`src/rtl/core/hafd_pkg.sv`:
```
// hafd_pkg: shared types and constants of the hex ascii frame deframer
// used by every module in rtl/core, depends on nothing
package hafd_pkg;

    localparam int CHAR_W       = 8;
    localparam int NIB_W        = 4;
    localparam int SRC_W        = 16;
    localparam int LEN_W        = 32;
    localparam int CNT_W        = LEN_W + 1;
    localparam int SUM_W        = 7;
    localparam int ADDR_W       = 32;
    localparam int MAXLEN_W     = 16;
    localparam int TDATA_W      = 64;

    localparam int QUEUE_DEPTH  = 4;
    localparam int QUEUE_AW     = $clog2(QUEUE_DEPTH);
    localparam int QUEUE_CW     = $clog2(QUEUE_DEPTH + 1);

    localparam logic [LEN_W-1:0]    MIN_FRAME_BYTES = LEN_W'(9);
    localparam logic [CNT_W-1:0]    HEADER_CHARS    = CNT_W'(18);
    localparam logic [MAXLEN_W-1:0] MAX_FRAME_RESET = MAXLEN_W'(73);

    localparam int  PADDR_W     = 3;
    localparam logic REG_OWN_ADDR  = 1'b0;
    localparam logic REG_MAX_FRAME = 1'b1;

    localparam logic KIND_PAYLOAD = 1'b0;
    localparam logic KIND_STATUS  = 1'b1;

    // one classified character
    typedef struct packed {
        logic [CHAR_W-1:0] ch;
        logic [NIB_W-1:0]  nib;
        logic              hex_ok;
    } hafd_item_t;

    typedef struct packed {
        logic       valid;
        hafd_item_t item;
    } hafd_push_t;

    typedef struct packed {
        logic       valid;
        hafd_item_t item;
    } hafd_qout_t;

    // packed to match tdata, lowest field last
    typedef struct packed {
        logic [2:0]        pad;
        logic              bad_digit;
        logic              too_short;
        logic              too_long;
        logic              checksum_ok;
        logic              address_match;
        logic [LEN_W-1:0]  frame_bytes;
        logic [SRC_W-1:0]  source_address;
        logic [CHAR_W-1:0] data_byte;
    } hafd_result_t;

endpackage

```
`src/rtl/core/hafd_front.sv`:
```
// hafd_front: accepts characters, drops whitespace, decodes hex digits
// depends on hafd_pkg
module hafd_front
(
    input  logic                        s_tvalid,
    output logic                        s_tready,
    input  logic [hafd_pkg::CHAR_W-1:0] s_tdata,
    input  logic                        q_full,
    output hafd_pkg::hafd_push_t        push
);
    import hafd_pkg::*;

    logic              is_space;
    logic [NIB_W-1:0]  nib;
    logic              hex_ok;

    always_comb
    begin
        is_space = (s_tdata == 8'd32) || ((s_tdata >= 8'd9) && (s_tdata <= 8'd13));
        hex_ok   = 1'b1;
        nib      = '0;
        if ((s_tdata >= 8'd48) && (s_tdata <= 8'd57))
        begin
            nib = NIB_W'(s_tdata - 8'd48);
        end
        else if ((s_tdata >= 8'd97) && (s_tdata <= 8'd102))
        begin
            nib = NIB_W'(s_tdata - 8'd87);
        end
        else if ((s_tdata >= 8'd65) && (s_tdata <= 8'd70))
        begin
            nib = NIB_W'(s_tdata - 8'd55);
        end
        else
        begin
            hex_ok = 1'b0;
        end
    end

    assign s_tready         = !q_full;
    assign push.valid       = s_tvalid && !q_full && !is_space;
    assign push.item.ch     = s_tdata;
    assign push.item.nib    = nib;
    assign push.item.hex_ok = hex_ok;

endmodule

```
`src/rtl/core/hafd_queue.sv`:
```
// hafd_queue: short fifo of classified characters between front and back
// depends on hafd_pkg
module hafd_queue
(
    input  logic                 clk,
    input  logic                 rst_n,
    input  hafd_pkg::hafd_push_t push,
    input  logic                 pop,
    output logic                 full,
    output hafd_pkg::hafd_qout_t qout
);
    import hafd_pkg::*;

    hafd_item_t          slot_reg [QUEUE_DEPTH];
    logic [QUEUE_AW-1:0] wr_ptr_reg, wr_ptr_next;
    logic [QUEUE_AW-1:0] rd_ptr_reg, rd_ptr_next;
    logic [QUEUE_CW-1:0] count_reg, count_next;
    logic                do_pop;

    assign full       = (count_reg == QUEUE_CW'(QUEUE_DEPTH));
    assign qout.valid = (count_reg != '0);
    assign qout.item  = slot_reg[rd_ptr_reg];
    assign do_pop     = pop && qout.valid;

    always_comb
    begin
        wr_ptr_next = wr_ptr_reg;
        rd_ptr_next = rd_ptr_reg;
        count_next  = count_reg;
        if (push.valid)
        begin
            wr_ptr_next = (wr_ptr_reg == QUEUE_AW'(QUEUE_DEPTH - 1)) ? '0 : wr_ptr_reg + 1'b1;
        end
        if (do_pop)
        begin
            rd_ptr_next = (rd_ptr_reg == QUEUE_AW'(QUEUE_DEPTH - 1)) ? '0 : rd_ptr_reg + 1'b1;
        end
        if (push.valid && !do_pop)
        begin
            count_next = count_reg + 1'b1;
        end
        else if (!push.valid && do_pop)
        begin
            count_next = count_reg - 1'b1;
        end
    end

    always_ff @(posedge clk or negedge rst_n)
    begin
        if (!rst_n)
        begin
            wr_ptr_reg <= '0;
            rd_ptr_reg <= '0;
            count_reg  <= '0;
        end
        else
        begin
            wr_ptr_reg <= wr_ptr_next;
            rd_ptr_reg <= rd_ptr_next;
            count_reg  <= count_next;
        end
    end

    always_ff @(posedge clk)
    begin
        if (push.valid)
        begin
            slot_reg[wr_ptr_reg] <= push.item;
        end
    end

endmodule

```
`src/rtl/core/hafd_back.sv`:
```
// hafd_back: frame field sequencer, checksum and status, output register
// depends on hafd_pkg
module hafd_back
(
    input  logic                          clk,
    input  logic                          rst_n,
    input  hafd_pkg::hafd_qout_t          qout,
    output logic                          pop,
    input  logic [hafd_pkg::ADDR_W-1:0]   node_addr,
    input  logic [hafd_pkg::MAXLEN_W-1:0] max_frame_bytes,
    output logic                          m_tvalid,
    input  logic                          m_tready,
    output hafd_pkg::hafd_result_t        m_result,
    output logic                          m_kind
);
    import hafd_pkg::*;

    typedef enum logic [4:0]
    {
        ST_DEST = 5'b00001,
        ST_SRC  = 5'b00010,
        ST_LEN  = 5'b00100,
        ST_PAY  = 5'b01000,
        ST_SUM  = 5'b10000
    } state_t;

    state_t             state_reg, state_next;
    logic [CNT_W-1:0]   cnt_reg, cnt_next;
    logic               match_reg, match_next;
    logic [SRC_W-1:0]   src_reg, src_next;
    logic [LEN_W-1:0]   len_reg, len_next;
    logic [NIB_W-1:0]   hi_reg, hi_next;
    logic [SUM_W-1:0]   sum_reg, sum_next;
    logic               bad_reg, bad_next;

    logic               out_valid_reg, out_valid_next;
    logic               out_kind_reg, out_kind_next;
    hafd_result_t       out_reg, out_next;

    logic               high_pos;
    logic [CHAR_W-1:0]  byte_val;
    logic [CHAR_W-1:0]  expect_ch;
    logic               emit;
    logic               new_frame;

    assign pop      = qout.valid && (!out_valid_reg || m_tready);
    assign m_tvalid = out_valid_reg;
    assign m_kind   = out_kind_reg;
    assign m_result = out_reg;

    always_comb
    begin
        unique case (cnt_reg[1:0])
            2'd0: expect_ch = node_addr[31:24];
            2'd1: expect_ch = node_addr[23:16];
            2'd2: expect_ch = node_addr[15:8];
            2'd3: expect_ch = node_addr[7:0];
            default: expect_ch = node_addr[7:0];
        endcase
    end

    always_comb
    begin
        state_next     = state_reg;
        cnt_next       = cnt_reg;
        match_next     = match_reg;
        src_next       = src_reg;
        len_next       = len_reg;
        hi_next        = hi_reg;
        sum_next       = sum_reg;
        bad_next       = bad_reg;
        out_kind_next  = out_kind_reg;
        out_next       = out_reg;
        emit           = 1'b0;
        new_frame      = 1'b0;
        high_pos       = !cnt_reg[0];
        byte_val       = {hi_reg, qout.item.nib};

        if (pop)
        begin
            if (!qout.item.hex_ok)
            begin
                bad_next = 1'b1;
            end
            if (high_pos)
            begin
                hi_next = qout.item.nib;
            end
            else if (state_reg != ST_SUM)
            begin
                sum_next = sum_reg + byte_val[SUM_W-1:0];
            end

            unique case (state_reg)
                ST_SRC:
                begin
                    src_next = {src_reg[SRC_W-NIB_W-1:0], qout.item.nib};
                    if (cnt_reg[1:0] == 2'd3)
                    begin
                        state_next = ST_LEN;
                        cnt_next   = '0;
                    end
                    else
                    begin
                        cnt_next = cnt_reg + 1'b1;
                    end
                end
                ST_LEN:
                begin
                    len_next = {len_reg[LEN_W-NIB_W-1:0], qout.item.nib};
                    cnt_next = cnt_reg + 1'b1;
                    if (cnt_reg[2:0] == 3'd7)
                    begin
                        if (len_next >= MIN_FRAME_BYTES)
                        begin
                            cnt_next   = {len_next, 1'b0} - HEADER_CHARS;
                            state_next = (len_next == MIN_FRAME_BYTES) ? ST_SUM : ST_PAY;
                        end
                        else
                        begin
                            cnt_next   = '0;
                            state_next = ST_SUM;
                        end
                    end
                end
                ST_PAY:
                begin
                    cnt_next = cnt_reg - 1'b1;
                    if (cnt_reg == CNT_W'(1))
                    begin
                        state_next = ST_SUM;
                    end
                    if (!high_pos)
                    begin
                        emit                   = 1'b1;
                        out_kind_next          = KIND_PAYLOAD;
                        out_next               = '0;
                        out_next.data_byte     = byte_val;
                    end
                end
                ST_SUM:
                begin
                    cnt_next = cnt_reg + 1'b1;
                    if (!high_pos)
                    begin
                        emit                       = 1'b1;
                        new_frame                  = 1'b1;
                        out_kind_next              = KIND_STATUS;
                        out_next                   = '0;
                        out_next.source_address    = src_reg;
                        out_next.frame_bytes       = len_reg;
                        out_next.address_match     = match_reg;
                        out_next.checksum_ok       = (byte_val == {1'b0, sum_reg});
                        out_next.too_long          = (len_reg > {16'd0, max_frame_bytes});
                        out_next.too_short         = (len_reg < MIN_FRAME_BYTES);
                        out_next.bad_digit         = bad_reg || !qout.item.hex_ok;
                    end
                end
                ST_DEST:
                begin
                    if (expect_ch != qout.item.ch)
                    begin
                        match_next = 1'b0;
                    end
                    if (cnt_reg[1:0] == 2'd3)
                    begin
                        state_next = ST_SRC;
                        cnt_next   = '0;
                    end
                    else
                    begin
                        cnt_next = cnt_reg + 1'b1;
                    end
                end
                default:
                begin
                    new_frame = 1'b1;
                end
            endcase

            if (new_frame)
            begin
                state_next = ST_DEST;
                cnt_next   = '0;
                match_next = 1'b1;
                src_next   = '0;
                len_next   = '0;
                hi_next    = '0;
                sum_next   = '0;
                bad_next   = 1'b0;
            end
        end

        if (emit)
        begin
            out_valid_next = 1'b1;
        end
        else if (m_tready)
        begin
            out_valid_next = 1'b0;
        end
        else
        begin
            out_valid_next = out_valid_reg;
        end
    end

    always_ff @(posedge clk or negedge rst_n)
    begin
        if (!rst_n)
        begin
            state_reg     <= ST_DEST;
            cnt_reg       <= '0;
            match_reg     <= 1'b1;
            src_reg       <= '0;
            len_reg       <= '0;
            hi_reg        <= '0;
            sum_reg       <= '0;
            bad_reg       <= 1'b0;
            out_valid_reg <= 1'b0;
        end
        else
        begin
            state_reg     <= state_next;
            cnt_reg       <= cnt_next;
            match_reg     <= match_next;
            src_reg       <= src_next;
            len_reg       <= len_next;
            hi_reg        <= hi_next;
            sum_reg       <= sum_next;
            bad_reg       <= bad_next;
            out_valid_reg <= out_valid_next;
        end
    end

    always_ff @(posedge clk)
    begin
        out_kind_reg <= out_kind_next;
        out_reg      <= out_next;
    end

    // payload field always has characters left
    assert property (@(posedge clk) disable iff (!rst_n)
        state_reg == ST_PAY |-> cnt_reg != '0)
        else $error("payload phase with empty counter");

    // checksum field holds at most two characters
    assert property (@(posedge clk) disable iff (!rst_n)
        state_reg == ST_SUM |-> cnt_reg[CNT_W-1:1] == '0)
        else $error("checksum counter out of range");

    // address fields count below four
    assert property (@(posedge clk) disable iff (!rst_n)
        (state_reg == ST_DEST || state_reg == ST_SRC) |-> cnt_reg[CNT_W-1:2] == '0)
        else $error("address counter out of range");

    // a status result starts a fresh frame
    assert property (@(posedge clk) disable iff (!rst_n)
        (pop && state_reg == ST_SUM && !high_pos) |=>
            (state_reg == ST_DEST && cnt_reg == '0 && match_reg && !bad_reg))
        else $error("frame state not cleared after status");

    // payload results carry no status bits
    assert property (@(posedge clk) disable iff (!rst_n)
        (out_valid_reg && out_kind_reg == KIND_PAYLOAD) |->
            (out_reg.source_address == '0 && out_reg.frame_bytes == '0))
        else $error("payload result with status fields");

endmodule

```
`src/rtl/core/hex_ascii_frame_deframer.sv`:
```
// hex_ascii_frame_deframer: top level with apb register file and streaming ports
// depends on hafd_pkg, hafd_front, hafd_queue, hafd_back
// results pass from the queue through the field sequencer into the output register
// throughput: one character per cycle while the queue is not full
// the four-entry queue lets input keep flowing while a result waits on m_tready
// reset: async active low, clears frame state and queue, node address 0, frame limit 73
module hex_ascii_frame_deframer
(
    input  logic                         clk,
    input  logic                         rst_n,
    input  logic                         s_tvalid,
    output logic                         s_tready,
    input  logic [7:0]                   s_tdata,   // in_char
    output logic                         m_tvalid,
    input  logic                         m_tready,
    // data_byte[7:0], source_address[23:8], frame_bytes[55:24], address_match[56],
    // checksum_ok[57], too_long[58], too_short[59], bad_digit[60], zero[63:61]
    output logic [63:0]                  m_tdata,
    output logic                         m_tuser,   // result_kind
    input  logic                         psel,
    input  logic                         penable,
    input  logic                         pwrite,
    input  logic [hafd_pkg::PADDR_W-1:0] paddr,
    input  logic [31:0]                  pwdata,
    output logic [31:0]                  prdata,
    output logic                         pready
);
    import hafd_pkg::*;

    logic [ADDR_W-1:0]   node_addr_reg;
    logic [MAXLEN_W-1:0] max_frame_reg;
    logic                cfg_write;
    hafd_push_t          push;
    hafd_qout_t          qout;
    logic                q_full;
    logic                pop;
    hafd_result_t        result;

    assign pready    = 1'b1;
    assign cfg_write = psel && penable && pwrite && pready;

    always_ff @(posedge clk or negedge rst_n)
    begin
        if (!rst_n)
        begin
            node_addr_reg <= '0;
            max_frame_reg <= MAX_FRAME_RESET;
        end
        else if (cfg_write)
        begin
            unique case (paddr[2])
                REG_OWN_ADDR:  node_addr_reg <= pwdata;
                REG_MAX_FRAME: max_frame_reg <= pwdata[MAXLEN_W-1:0];
                default:       node_addr_reg <= node_addr_reg;
            endcase
        end
    end

    always_comb
    begin
        unique case (paddr[2])
            REG_OWN_ADDR:  prdata = node_addr_reg;
            REG_MAX_FRAME: prdata = {16'd0, max_frame_reg};
            default:       prdata = '0;
        endcase
    end

    hafd_front u_front
    (
        .s_tvalid (s_tvalid),
        .s_tready (s_tready),
        .s_tdata  (s_tdata),
        .q_full   (q_full),
        .push     (push)
    );

    hafd_queue u_queue
    (
        .clk   (clk),
        .rst_n (rst_n),
        .push  (push),
        .pop   (pop),
        .full  (q_full),
        .qout  (qout)
    );

    hafd_back u_back
    (
        .clk             (clk),
        .rst_n           (rst_n),
        .qout            (qout),
        .pop             (pop),
        .node_addr       (node_addr_reg),
        .max_frame_bytes (max_frame_reg),
        .m_tvalid        (m_tvalid),
        .m_tready        (m_tready),
        .m_result        (result),
        .m_kind          (m_tuser)
    );

    assign m_tdata = result;

endmodule
```
`config.mk`:
```
export PLATFORM = sky130hd
export DESIGN_NAME = hex_ascii_frame_deframer
export DESIGN_NICKNAME = d
export VERILOG_FILES = /design/src/rtl/core/hafd_pkg.sv /design/src/rtl/core/hafd_front.sv /design/src/rtl/core/hafd_queue.sv /design/src/rtl/core/hafd_back.sv /design/src/rtl/core/hex_ascii_frame_deframer.sv
export SDC_FILE = /design/constraint.sdc
export NUM_CORES = 1
export LEC_CHECK = 0
export ABC_AREA = 1
export BUFFER_PORTS_ARGS = -buffer_cell sky130_fd_sc_hd__buf_2
export CELL_PAD_IN_SITES_DETAIL_PLACEMENT = 1
export CELL_PAD_IN_SITES_GLOBAL_PLACEMENT = 2
export CORE_ASPECT_RATIO = 1.1
export CORE_UTILIZATION = 39
export CTS_BUF_LIST = sky130_fd_sc_hd__clkbuf_4 sky130_fd_sc_hd__clkbuf_8
export DETAILED_ROUTE_END_ITERATION = 16
export MAX_ROUTING_LAYER = met4
export PLACE_DENSITY = 0.94
export SLEW_MARGIN = 30
export SYNTH_ARGS = -nofsm -noshare
export SYNTH_HDL_FRONTEND = slang
export SYNTH_SLANG_ARGS = --single-unit
```
`constraint.sdc`:
```
create_clock -name clk -period 8.2 [get_ports clk]
set_input_delay 1.23 -clock clk [delete_from_list [all_inputs] [get_ports clk]]
set_output_delay 1.23 -clock clk [all_outputs]
set_load 0.05 [all_outputs]
```
* Yosys cells after proc, flatten, opt, wreduce, memory -nomap -nowiden
Memory sizes are Yosys's and may differ from the RTL's. Index checks and enable logic that the tools add are counted. W data, S select, Z words.
Cells by class: bitwise operators 1, magnitude comparators 11, multiplexer cells 54, $add $sub $neg 11, equality and inequality tests 26, reductions and logical operators 48
Operator list (number):
- $mux W33 | 4
- $pmux W33 S4 | 1
- $mux W64 | 2
- $pmux W64 S2 | 1
- $mux W32 | 2
- $pmux W32 S2 | 1
- $mux W5 | 7
- $add A33 B1 Y33 const B | 1
- $eq A33 B1 Y1 const B | 1
- $sub A33 B1 Y33 const B | 1
- $sub A33 B5 Y33 const B | 1
- $eq A32 B4 Y1 const B | 1
- $ge A32 B4 Y1 const B | 1
- $gt A32 B16 Y1 | 1
- $lt A32 B4 Y1 const B | 1
- $mux W16 | 2
- $pmux W8 S4 | 1
- $mux W7 | 3
- $mux W4 | 5
- $pmux W5 S4 | 1
- $mux W1 | 18
- $reduce_bool A2 Y1 | 9
- $ge A8 B7 Y1 const B | 2
- $le A8 B7 Y1 const B | 2
- 41 further kinds | 82
Word-level totals: logic and storage cells 176, bits of input ports 50, flip-flop bits (word level) 220, memories kept 1, output and inout port bits 100, memory bits (writable) 52
Memory list:
- u_queue.slot_reg | words 4, bits a word 13, rd ports 1, clocked after Yosys merged registers in 0, write ports 1, RTL line hafd_queue.sv:14 | hafd_item_t slot_reg [QUEUE_DEPTH];

* Depth between registers and ports, before layout
word-level depth 9, depth in mapped cells 18, gate-level depth less buffers 16

* Hierarchy
Synthesis repeated with hierarchy kept, for this count alone.
Unflattened totals: cells, all modules 2167, area total of the unflattened synthesis 16265.6 µm²
Modules (own cells, without submodules):
- hafd_back | area each 11106.9 µm², sequential area each 4366.7 µm², instances 1, cells each 1607
- hafd_queue | area each 2588.7 µm², sequential area each 1736.7 µm², instances 1, cells each 206
- hex_ascii_frame_deframer | area each 2240.9 µm², sequential area each 1204.9 µm², instances 1, cells each 299
- hafd_front | area each 329.1 µm², sequential area each 0.0 µm², instances 1, cells each 55

* Worst setup path before layout
Ideal clock, no wire load.
path type in2reg, start point input m_tready, end point register u_back.out_kind_reg, in the netlist u_back.m_kind, enable pin, slack 3.281 ns, buffers on the path 1, arrival 4.437 ns, required time 7.718 ns, stages 5, library setup time 0.482 ns, cells stage by stage nor2_1 > a31oi_1 > clkbuf_1 > nand2_1 > nor2_1
On the way: word-level cells in the longest chain between the ends 3
RTL lines:
- from (decl) | RTL line hex_ascii_frame_deframer.sv:15 | input logic m_tready,
- $logic_or A1 B1 Y1 | RTL line hafd_back.sv:46 | assign pop = qout.valid && (!out_valid_reg || m_tready);
- $logic_and A1 B1 Y1 | RTL line hafd_back.sv:46
- $reduce_and A4 Y1 (no line)
- to (signal assigned) | RTL line hafd_back.sv:238 | out_kind_reg <= out_kind_next;
- to (decl) | RTL line hafd_back.sv:37 | logic out_kind_reg, out_kind_next;
Every way passes these cells. A chain may end at the register's enable or synchronous reset.

* Worst setup path in the final report
start point input paddr[2] in the netlist's numbering, end point output prdata[13]
On the way: word-level cells in the longest chain between the ends 2
RTL lines:
- from (decl) | RTL line hex_ascii_frame_deframer.sv:23 | input logic [hafd_pkg::PADDR_W-1:0] paddr,
- $not A1 Y1 (no line)
- $pmux W32 S2 (*) | RTL line hex_ascii_frame_deframer.sv:61 | unique case (paddr[2])
- to (decl) | RTL line hex_ascii_frame_deframer.sv:25 | output logic [31:0] prdata,
Every way passes the cells marked *; elsewhere a longest branch is shown, timed or not.

==> metrics <==
run status finished, final reports clean; WL per Instance 20.28 µm; max_cap viols 0; internal reg-to-reg setup slack 4490 ps; unique cell type count in the Yosys netlist 54; CP bufs+invs 3; HPWL Detailed 40410 µm; element type at the critical path end output port; Min-Delay Startpoint u_back.sum_reg[2]; nets@finish 2288; # DRC 0; violation count after the first detailed-routing iteration 972; routed wire length 55630 µm; clk_lat worst skew 660 ps; first-pass GRT wire length 87580 µm; startpoint types primary input; CTS Root Cell clkbuf_8; Synth area leader dfrtp_1; routed vias/inst 5.451; Pwr per Cell Area 371.5 nW/µm²; site row count 76; Min Clock Period, post-route 4252 ps; hold depth 2; Worst Path Required 6970 ps; die height 213.1 µm; top cell type's share of synthesized area 23.76%; CTS sink count 269; post-synthesis cell count 2081; Avg Inst Size Synth 7.591 µm²; gpl congestion 0.9260; IO Port Bufs 143; clk_skew 24.39 ps; sequential-to-total area share from yosys stat 46.26%; routed vias 14950; Seq. cell area 7310 µm²; unrepaired setup endpoints after global routing false; Ant. Diodes 0; reg2reg end u_back.cnt_reg[19]; final hold vios 0; critical path's most frequent cell buf_2; most frequent cells in the layout 552 x nand2_1, 265 x nor2_1, 237 x inv_1, 185 x nand3_1, 149 x dfrtp_1; simple-gate share of the synthesized area 29.59%; Setup WS post-layout 3948 ps; slew margin rel. 38.58%; Arr. time, crit path 3020 ps; achievable frequency 235.2 MHz; Post-CTS Setup Bufs 0; largest stage delay on the critical path 560 ps; Tot GR Track Use 28.23%; Primary FF master, synth dfrtp_1; Die Area 41320 µm²; post-cts hold buffer count 0; Synth Area in Adders 3.501%; Max Slew Vio Count 0; Pleak 0.008644 µW; initial antenna violation count 0; fill count 4959; post-synthesis compound-gate area fraction 9.829%; vias in the first global route 15650; CTS tree yes; CP delay by family, top buffers and inverters; async set-reset flop share out of synthesis 57.62%; Crit-path slowest cell o21ai_0; CTS clk-pin slew, worst paths 60 ps; FF-to-FF path depth 15; reg2reg start u_queue.rd_ptr_reg[1]; largest net degree at the start of global routing 96; VDD IR max 0.0002094 V; YS warnings 0; TritonCTS Buffers 49; GRT overflow 0; Syn-to-layout area delta 13.74%; stages on the worst setup path 4; ranking of synthesized cells by area dfrtp_1 24%, edfxtp_1 22%, nand2_1 13%; mapped cell area 15800 µm²; Setup Slack @ Placement 4021 ps; worst min-delay path class flip-flop to flip-flop; Hold EP u_back.sum_reg[2]; slew at the pin closest to its max-slew limit 917.9 ps; Bufs on Longest Clock Path 3; worst-path cell chain buf_2 -> inv_1 -> o21ai_0 -> buf_2; layout cells sized above 1 13.33%; Starting Density 39.94%; main combinational cell family by area after synthesis simple AND/OR/NAND/NOR gates; drt pass-1 iters 5; period utilisation layout 51.85%; # setup viols final 0; Core ar. 39560 µm²; Post-synth EDFFs 114; XOR/XNOR share of the synthesized area 1.940%; io pins 150; mux cell area share after synthesis 0%; max reg flops 61; H-Tree Depth 2; worst setup path category primary input to output port; CTS resizes 0; Final ANT Viol Nets 0; Die X 193.9 µm; area of the multi-input gates 7128 µm²; worst-path maximum fanout 30; setup TNS 0 ps; most common cell after layout, fill and taps aside nand2_1; Synth Register Bits 269
tightest hold or removal path, delay by kind of cell, from the launching register on:
| family | cells | cell delay, ps |
|---|---|---|
| flip-flops | 1 | 350 |
| AND/OR/NAND/NOR | 2 | 110 |
cell type report:
| cell class | count | area share, % |
|---|---|---|
| flip-flops and latches | 269 | 40.68 |
| repair buffers | 155 | 4.533 |
| clock inverters | 24 | 1.434 |
| clock buffers | 68 | 4.826 |
| inverters | 253 | 5.327 |
| multi-input cells | 1467 | 39.67 |
| well taps | 507 | 3.530 |
cells in the mapped netlist, types with 40 or more instances:
cell type    n
a21oi_1     71
clkbuf_1    53
dfrtp_1    150
edfxtp_1   114
ha_1        41
inv_1      237
nand2_1    555
nand3_1    185
nand4_1     40
nor2_1     266
o21ai_0    112
o22ai_1     51
report_power, final:
| group | switching, µW | internal (µW) | leakage (µW) |
|---|---|---|---|
| registers | 242 | 1640 | 0.00309 |
| clock network | 629 | 849 | 0.000587 |
| logic | 2360 | 948 | 0.00497 |
| total | 3230 | 3440 | 0.00864 |
routing by layer:
metal / vias to the layer above / wire, µm / GRT usage, %
met5: - / 0 / -
met4: 0 / 2188 / 11.77
li1: 7031 / - / -
met1: 7424 / 24280 / 34.90
met3: 119 / 2128 / 3.475
met2: 378 / 27030 / 47.06
worst max path at each step:
stage	from	endpoint
2_1_floorplan	m_tready	u_back.m_kind
3_3_place_gp	paddr[2]	prdata[13]
3_5_place_dp	paddr[2]	prdata[13]
4_1_cts	paddr[2]	prdata[13]
5_1_grt	paddr[2]	prdata[13]
6_report	paddr[2]	prdata[13]
kinds of logic after synthesis:
kind of cell               Yosys count
other                                2
AOI/OAI and AO/OA                  279
and+or+nand+nor                   1106
adders and majority gates           43
xor gates and xnor gates            35
DFF                                269
buffers and inverters              347
per-stage QoR:
stage          cells  hold slack, ps  power, µW  area [µm²]  utilization [%]
2_1_floorplan   2083           441.8       4234       15810                -
3_3_place_gp    2651           452.4       5045       16820            42.53
3_5_place_dp    2651           472.9       5191       16840            42.56
4_1_cts         2743           486.2       6696       17960            45.41
5_1_grt         2743           504.0       7173       17970            45.42
6_report        2743           485.4       6675       17970            45.42
(Power assumes the default switching activity.)
